<file path="src/rtl/srosu_pkg.sv">
`timescale 1ns / 1ps
package srosu_pkg;

    localparam int ZONE_W  = 4;
    localparam int POS_W   = 4;
    localparam int ACT_W   = 3;
    localparam int TIME_W  = 16;
    localparam int TOTAL_W = 20;

    localparam int MAX_ZONES_DEF = 8;
    localparam int ZONE_IDS_DEF  = 16;

    localparam logic [ACT_W-1:0] ACT_CLR_ROUTE = 3'd0;
    localparam logic [ACT_W-1:0] ACT_ADD_ZONE  = 3'd1;
    localparam logic [ACT_W-1:0] ACT_CLR_DIST  = 3'd2;
    localparam logic [ACT_W-1:0] ACT_LOAD_DIST = 3'd3;
    localparam logic [ACT_W-1:0] ACT_OPTIMIZE  = 3'd4;

    typedef struct packed {
        logic accept;
        logic prep_step;
        logic init;
        logic load;
        logic scan;
        logic cmp;
        logic next;
        logic emit;
    } cmd_t;

    typedef struct packed {
        logic opt_req;
        logic prep_done;
        logic scan_done;
        logic has_next;
        logic out_free;
        logic emit_last;
    } sts_t;

endpackage

</file>
<file path="src/rtl/srosu_ctrl.sv">
`timescale 1ns / 1ps
module srosu_ctrl (
    input  logic             aclk,
    input  logic             aresetn,
    input  logic             s_valid,
    output logic             s_ready,
    input  srosu_pkg::sts_t  sts,
    output srosu_pkg::cmd_t  cmd
);

    localparam logic [2:0] ST_IDLE = 3'd0;
    localparam logic [2:0] ST_PREP = 3'd1;
    localparam logic [2:0] ST_INIT = 3'd2;
    localparam logic [2:0] ST_LOAD = 3'd3;
    localparam logic [2:0] ST_SCAN = 3'd4;
    localparam logic [2:0] ST_CMP  = 3'd5;
    localparam logic [2:0] ST_NEXT = 3'd6;
    localparam logic [2:0] ST_EMIT = 3'd7;

    logic [2:0] state_reg;
    logic [2:0] state_next;

    assign s_ready = (state_reg == ST_IDLE);

    always_comb begin
        cmd        = '0;
        state_next = state_reg;
        case (state_reg)
            ST_IDLE: begin
                cmd.accept = s_valid;
                if (s_valid && sts.opt_req) begin
                    state_next = ST_PREP;
                end
            end
            ST_PREP: begin
                if (sts.prep_done) begin
                    state_next = ST_INIT;
                end else begin
                    cmd.prep_step = 1'b1;
                end
            end
            ST_INIT: begin
                cmd.init   = 1'b1;
                state_next = ST_LOAD;
            end
            ST_LOAD: begin
                cmd.load   = 1'b1;
                state_next = ST_SCAN;
            end
            ST_SCAN: begin
                cmd.scan = 1'b1;
                if (sts.scan_done) begin
                    state_next = ST_CMP;
                end
            end
            ST_CMP: begin
                cmd.cmp    = 1'b1;
                state_next = sts.has_next ? ST_NEXT : ST_EMIT;
            end
            ST_NEXT: begin
                cmd.next   = 1'b1;
                state_next = ST_LOAD;
            end
            ST_EMIT: begin
                if (sts.out_free) begin
                    cmd.emit = 1'b1;
                    if (sts.emit_last) begin
                        state_next = ST_IDLE;
                    end
                end
            end
            default: begin
                state_next = ST_IDLE;
            end
        endcase
    end

    always_ff @(posedge aclk) begin
        if (!aresetn) begin
            state_reg <= ST_IDLE;
        end else begin
            state_reg <= state_next;
        end
    end

endmodule

</file>
<file path="config.mk">
export PLATFORM = sky130hd
export DESIGN_NAME = srosu_ctrl
export DESIGN_NICKNAME = d
export VERILOG_FILES = /design/src/rtl/srosu_pkg.sv /design/src/rtl/srosu_ctrl.sv
export SDC_FILE = /design/constraint.sdc
export NUM_CORES = 1
export LEC_CHECK = 0
export BUFFER_PORTS_ARGS = -buffer_cell sky130_fd_sc_hd__buf_2
export CAP_MARGIN = 20
export CORE_AREA = 2 2 39 41
export DETAILED_ROUTE_END_ITERATION = 8
export DIE_AREA = 0 0 41 43
export PLACE_DENSITY_LB_ADDON = 0.15
export SYNTH_ARGS = -nofsm -noshare
export SYNTH_HDL_FRONTEND = slang
export SYNTH_SLANG_ARGS = --single-unit
</file>
<file path="constraint.sdc">
create_clock -name aclk -period 1.4 [get_ports aclk]
set_input_delay 0 -clock aclk [delete_from_list [all_inputs] [get_ports aclk]]
set_output_delay 0 -clock aclk [all_outputs]
set_load 0.1 [all_outputs]
</file>
* Yosys cells after proc, flatten, opt, wreduce, memory -nomap -nowiden
Cells that the tools add are included.
Cells by class: reductions and logical operators 4, muxes and demuxes 17, eq/ne operators 12
Operators with widths (count):
- case mux 3 bit (7 select lines) | 1
- 2-to-1 mux 3 bit | 5
- equality test 3 bit (second input constant) | 4
- 2-to-1 mux 1 bit | 11
- != test 2 bit (second input constant) | 4
- equality test 3 x 2 -> 1 bit (second input constant) | 2
- AND reduction 5 bit | 1
- equality test 3 x 1 -> 1 bit (second input constant) | 1
- logical NOT 3 bit | 1
- != test 2 x 1 -> 1 bit (second input constant) | 1
- OR reduction 2 bit | 1
- logical AND 1 bit | 1
Word-level totals: flip-flop bits (word level) 3, output and inout port bits 9, logic and storage cells 34

* Depth between registers and ports, before layout
Gate-level depths: netlist of the first run.
word-level depth 3, depth in mapped cells 6

* Worst setup path after synthesis of the first run
No wires, ideal clock.
kind register -> output, start reg state_reg[0], end out cmd[7] (netlist bit), data arrival time 2944 ps, cell stages (with the launch flop) 5, path buffers 0, path slack -1544 ps, path through dfxtp_1 > inv_1 > ha_1 > nor2b_1 > and2_1
RTL lines:
- start: declaration | RTL line srosu_ctrl.sv:20 | logic [2:0] state_reg;
- start signal: assignment | RTL line srosu_ctrl.sv:82 | state_reg <= state_next;
- end: declaration | RTL line srosu_ctrl.sv:8 | output srosu_pkg::cmd_t cmd

* Worst setup path in the final report of the first run
start reg state_reg[0], end reg state_reg[0]
Between the ends: longest elaborated chain between the ends 3
RTL lines:
- equality test 3 bit, or another cell as far along | RTL line srosu_ctrl.sv:28 | case (state_reg)
- OR reduction 2 bit (no line), or another cell as far along
- case mux 3 bit (7 select lines) or AND reduction 5 bit (tied branches)
Several ways; a longest one is shown, not always the timed one. A chain may end at the register's enable or synchronous reset.

==> results of run 1 <==
## Yosys cell counts (all sizes together)
library cell and count:
a21boi 2, a21oi 2, a221oi 1, and2 5, and2b 1, and3 1
dfxtp 3, ha 5, inv 5, nand2 2, nor2 2, nor2b 3
nor3 1, o21ai 4, o221ai 1, o311a 1, or3 1
## final timing paths
check	from	endpoint	slack (ns)	cells past startpoint
hold / removal	aresetn	state_reg[2]$_SDFFE_PN0P_	0.04	3
setup reg to reg	state_reg[0]$_SDFFE_PN0P_	state_reg[0]$_SDFFE_PN0P_	-0.004	7
setup / recovery	state_reg[0]$_SDFFE_PN0P_	state_reg[0]$_SDFFE_PN0P_	-0.004	7
hold reg to reg	state_reg[1]$_SDFFE_PN0P_	state_reg[1]$_SDFFE_PN0P_	0.60	3
## routing by layer
metal / up-vias / wire length (µm) / GRT usage, %
met5: - / 0 / 0
met4: 0 / 28 / 12.0
met3: 4 / 41 / 1.57
met2: 12 / 474 / 21.6
met1: 175 / 346 / 12.5
li1: 207 / - / -
## where the power goes
group          internal (mW)  total (mW)  switching [mW]
registers              0.123       0.153          0.0298
clock network          0.107       0.154          0.0472
logic                  0.632        1.36           0.732
## through the flow
step	std cells	util, %	setup TNS, ns	total power [mW]
6_report	91	55.5	-0.00448	1.67
5_1_grt	91	55.5	-0.202	1.77
4_1_cts	90	53.9	-0.00664	1.65
3_5_place_dp	82	46.8	-0.0754	1.30
3_3_place_gp	82	46.8	-0.0160	1.30
2_1_floorplan	40	-	-0.378	0.866
## tightest hold or removal path: cells and delay by family
| family | cells | cell delay [ns] |
|---|---|---|
| compound gates | 1 | 0.04 |
| buf+inv | 1 | 0.12 |
| simple gates | 1 | 0.06 |
## repair_timing
item,CTS,global route
resized for setup,11,5
setup endpoints to repair,4,6
buffers inserted,4,1
pin swaps,6,2
## cells by family after synthesis
logic type | count (synthesis) | synth area share (%)
compound gates | 11 | 26.1
simple gates | 16 | 30.0
fa+ha+maj | 5 | 19.5
flops | 3 | 18.7
buf+inv | 5 | 5.84
## final cells by class
class,instances,area (µm²)
fill,128,616
tap,16,20.0
sequential,3,65.1
clock buffer,4,26.3
inverter,5,21.3
timing repair buffer,31,329
multi-input combinational,32,307
==> flow_summary_export.csv, run 1 <==
group,metric,value,unit
status,outcome,"finished, violations left",
status,violations,"setup timing",
global_route,grt_pass1_wl,1.47,mm
yosys,synth.cell_area,322,µm²
cells_and_area,nNetsFinal,90,
clocking,cts_tree,"done",
yosys,ys_seq_elements,3,
clocking,clock_path_buffers,2,
clocking,cts_made_buffers,3,
sta,setup_viol,1,
clocking,clkSlewWorstSetupHoldPaths,0.04,ns
yosys,post-synth-top-area-fraction,19.5,%
clocking,holdBufCountCts,0,
cells_and_area,final_cell_mix,"13 x buf_4, 9 x buf_12, 8 x buf_2",
detailed_routing,wl,891,µm
sta,setup_slack,-0.00448,ns
critical_path,crit_slowest_cell,"dfxtp_4",
sta,tightest_slew,0.264,ns
die,num_io_pins,18,
clocking,clock_tree.root_cell,"clkbuf_4",
sta,fmax,712,MHz
global_route,grt_max_degree,7,
yosys,yosysTopAreaCell,"ha_1",
clocking,clock-sinks,3,
sta,drv_slew,0,
placement,pre_cts_slack,-0.0684,ns
yosys,syn_avg_cell_area,8.04,µm²
yosys,netlist_instances,40,
power,power-per-cell-area,2170,mW/mm²
yosys,yosysSeqAreaShare,18.7,%
sta,whs,0.0359,ns
sta,fin_crit_sh,100,%
critical_path,path_buf_inv,4,
cells_and_area,final_common_cell,"buf_4",
detailed_routing,route.detailed.drc,0,
global_route,grt_antenna_before_repair,0,
sta,hold_violations,0,
yosys,synthTopCellsByArea,"ha_1 19%, dfxtp_1 19%, and2_1 7.8%",
placement,post_dp_cell_area,648,µm²
sta,max-slew-margin-rel,82.3,%
clocking,clkLatencyLatePin,0.23,ns
detailed_routing,first_pass_iters,1,
cells_and_area,final_area,768,µm²
die,die-area,0.00176,mm²
detailed_routing,ant_nets,0,
critical_path,crit_path_end_kind,"flop",
die,die_x,41,µm
power,p_leak,0.360,nW
global_route,first_global_vias,389,
global_route,grt_usage,12.9,%
yosys,synthesis.nets,54,
cells_and_area,area_delta_synth_final,139,%
sta,min_period,1.40,ns
placement,gp_congestion,0.739,
yosys,yosys.cell_types.count,19,
global_route,grt.overflow.total,0,
critical_path,worstSetupStartpointType,"flop",
critical_path,slowest_delay,0.37,ns
critical_path,crit_path_max_fanout,4,
detailed_routing,wire_per_inst,9.79,µm
critical_path,path_cells,"inv_4, ha_4, buf_6, a221oi_4, buf_4, buf_4, o311a_2",
detailed_routing,routed_via_density,4.37,
critical_path,crit_required,1.57,ns
critical_path,worstPathArrival,1.58,ns
cells_and_area,antennaDiodeCount,0,
die,core_area,0.00138,mm²
cells_and_area,largest_register_ffs,3,
critical_path,crit_top_cell,"buf_4",
critical_path,crit_family,"compound AO/OA/AOI/OAI gates",
placement,dp_hpwl,728,µm
die,start_util,23.2,%
detailed_routing,vias,398,
min_path,hp-class,"input pin to flop",
die,die_h,43,µm
clocking,htreeDepth,1,
yosys,yosysWarnings,0,
critical_path,path_class,"flop to flop",
placement,port-buffer-count,17,
power,ir_drop,0.775,mV
flow_run,maxCapViolations,0,
sta,rsz0062_at_grt,"yes",
cells_and_area,layout-drive-gt1-share,69.3,%
die,rows,14,
detailed_routing,drt_iter0_markers,0,
sta,fin_skew,0.00123,ns
Power figures use the tool's default switching activity.
==> run 2: changes to the inputs <==
--- a/config.mk
+++ b/config.mk
@@ -7,9 +7,12 @@
 export LEC_CHECK = 0
 export BUFFER_PORTS_ARGS = -buffer_cell sky130_fd_sc_hd__buf_2
 export CAP_MARGIN = 20
-export CORE_AREA = 2 2 39 41
+export CELL_PAD_IN_SITES_DETAIL_PLACEMENT = 0
+export CELL_PAD_IN_SITES_GLOBAL_PLACEMENT = 1
+export CORE_MARGIN = 2
+export CORE_UTILIZATION = 24
+export CTS_BUF_LIST = sky130_fd_sc_hd__clkbuf_16
 export DETAILED_ROUTE_END_ITERATION = 8
-export DIE_AREA = 0 0 41 43
 export PLACE_DENSITY_LB_ADDON = 0.15
 export SYNTH_ARGS = -nofsm -noshare
 export SYNTH_HDL_FRONTEND = slang
==> run 2 against run 1 <==
  * The flow still finishes with violations (setup timing)
  * Combinational power fell by 3%
  * Wire length decreased by 1.3%
  * Via count is 7.0% lower
  * Utilization up 6.7 points
  * Clock-buffer cell count fell by 1
  * Sequential share of layout area is 0.23 points lower
  * Power grew 15%
  * Fmax decreased by 0.80%
  * Critical endpoint unchanged
  * Largest power group unchanged
==> flow_summary_export.csv, run 2 (synthesis gave the netlist of run 1 again) <==
group,metric,value,unit
placement,place_inst,79,
global_route,grt.overflow.total,0,
cells_and_area,fin_cells,84,
detailed_routing,drt_iter0_markers,4,
critical_path,crit_required,1.50,ns
status,violations,"setup timing",
min_path,hold_path_depth,3,
critical_path,path_class,"flop to flop",
sta,min_period,1.42,ns
global_route,grt_antenna_before_repair,0,
cells_and_area,largest_register_ffs,3,
cells_and_area,layout-drive-gt1-share,69.6,%
power,netSwitchingFraction,44.2,%
detailed_routing,ant_nets,0,
min_path,whs_endpoint,"state_reg[2]$_SDFFE_PN0P_",
detailed_routing,wl,879,µm
power,power-per-cell-area,2430,mW/mm²
power,intPower,1.07,mW
clocking,cts_made_buffers,3,
critical_path,worstRegToRegCells,6,
min_path,worstHoldStart,"aresetn",
critical_path,crit_path_max_fanout,4,
power,ir_drop,1.43,mV
clocking,clkSlewWorstSetupHoldPaths,0.03,ns
critical_path,crit_path_end_kind,"flop",
die,start_util,25.3,%
sta,drv_slew,0,
sta,hold_violations,0,
clocking,holdBufCountCts,0,
critical_path,worstReg2RegEnd,"state_reg[0]$_SDFFE_PN0P_",
power,p_switching,0.848,mW
detailed_routing,wire_per_inst,10.5,µm
placement,dp_hpwl,691,µm
placement,port-buffer-count,17,
cells_and_area,area_delta_synth_final,146,%
sta,setup_slack,-0.0159,ns
sta,tightest_slew,0.285,ns
sta,whs,0.0436,ns
cells_and_area,utilization,62.2,%
placement,gp_congestion,0.831,
critical_path,reg2reg_from,"state_reg[1]$_SDFFE_PN0P_",
detailed_routing,vias,370,
clocking,clkLatencyLatePin,0.22,ns
detailed_routing,routed_via_density,4.40,
cells_and_area,nNetsFinal,84,
die,die-area,0.00165,mm²
detailed_routing,route.detailed.drc,0,
cells_and_area,final_cell_mix,"9 x buf_12, 8 x buf_2, 7 x buf_4",
power,p_leak,0.359,nW
clocking,clock_tree.root_cell,"clkbuf_16",
global_route,first_global_vias,357,
clocking,clock_path_buffers,2,
global_route,grt_pass1_wl,1.39,mm
power,p_clk_share,23.2,%
min_path,hp-class,"input pin to flop",
die,die_h,40.6,µm
power,power_frac_comb,68.6,%
die,rows,13,
critical_path,worstPathArrival,1.52,ns
sta,max-slew-margin-rel,81.0,%
cells_and_area,antennaDiodeCount,0,
critical_path,ff2ff_setup_slack,-0.02,ns
clocking,htreeDepth,1,
power,finalPower,1.92,mW
sta,setup_viol,1,
global_route,grt_usage,12.9,%
sta,fmax,706,MHz
flow_run,maxCapViolations,0,
critical_path,worstSetupStartpointType,"flop",
global_route,grt_max_degree,7,
sta,fin_crit_sh,101,%
power,seq_power_share,8.2,%
die,num_io_pins,18,
die,die_x,40.6,µm
sta,fin_skew,0.000104,ns
die,core_area,0.00127,mm²
clocking,cts_tree,"done",
cells_and_area,final_common_cell,"buf_12",
sta,rsz0062_at_grt,"yes",
clocking,clock-sinks,3,
detailed_routing,first_pass_iters,3,
status,outcome,"finished, violations left",
## run 2: cell count changes in the layout (fill, tap and decap cells not counted), sizes merged
cell,change
buf,-6
clkbuf,-1
inv,+1
## run 2: worst max path at each step
| stage | startpoint | endpoint | slack [ns] | cells after the start |
|---|---|---|---|---|
| floorplan | state_reg[0]$_SDFFE_PN0P_ | cmd[7] | -0.35 | 4 |
| global placement | state_reg[0]$_SDFFE_PN0P_ | state_reg[0]$_SDFFE_PN0P_ | -0.03 | 6 |
| detailed placement | state_reg[0]$_SDFFE_PN0P_ | state_reg[0]$_SDFFE_PN0P_ | -0.04 | 6 |
| CTS | state_reg[0]$_SDFFE_PN0P_ | state_reg[1]$_SDFFE_PN0P_ | -0.02 | 6 |
| global route | state_reg[1]$_SDFFE_PN0P_ | state_reg[0]$_SDFFE_PN0P_ | -0.06 | 6 |
| finish | state_reg[1]$_SDFFE_PN0P_ | state_reg[0]$_SDFFE_PN0P_ | -0.02 | 6 |
## run 2: stage by stage
stage | setup WS, ns | instance area, µm² | setup TNS [ns]
final | -0.0159 | 790 | -0.0159
after global routing | -0.0587 | 790 | -0.144
after CTS | -0.0184 | 736 | -0.0344
after detailed placement | -0.0386 | 632 | -0.0386
after global placement | -0.0304 | 632 | -0.0304
after floorplan | -0.351 | 340 | -0.378
## run 2: critical path, stage by stage, from the launching register on
cell      delay, ns
dfxtp_2        0.34
inv_4          0.05
ha_2           0.16
and2b_2        0.22
nor3_4         0.26
o221ai_2       0.12
o311a_2        0.14
## run 2: layer usage
metal / vias to the layer above / track usage (%) / part of all wire (%)
met5: - / 0 / 0
met4: 0 / 7.50 / 0
met3: 0 / 1.67 / 7.2
met2: 13 / 23.0 / 51
met1: 163 / 14.3 / 42
li1: 194 / - / -
## run 2: what timing repair did
action | in CTS | in global routing
resized for setup | 6 | 12
setup buffers | 1 | 0
setup endpoints to repair | 3 | 6
hold endpoints to repair | 0 | 0
pin swaps | 4 | 1
## run 2: power groups by stage
stage,clock network [mW],registers [mW],logic [mW]
global placement,0,0.134,1.15
detailed placement,0,0.135,1.15
finish,0.445,0.158,1.32
CTS,0.456,0.139,1.23
floorplan,0,0.141,0.725
global route,0.461,0.161,1.40
## run 2: cell type report
type	instances	area [µm²]
multi-input cells	32	319
flip-flops and latches	3	65.1
clock inverters	1	3.75
fillers	116	479
inverters	5	23.8
well taps	15	18.8
repair buffers	25	284
clock buffers	3	75.1
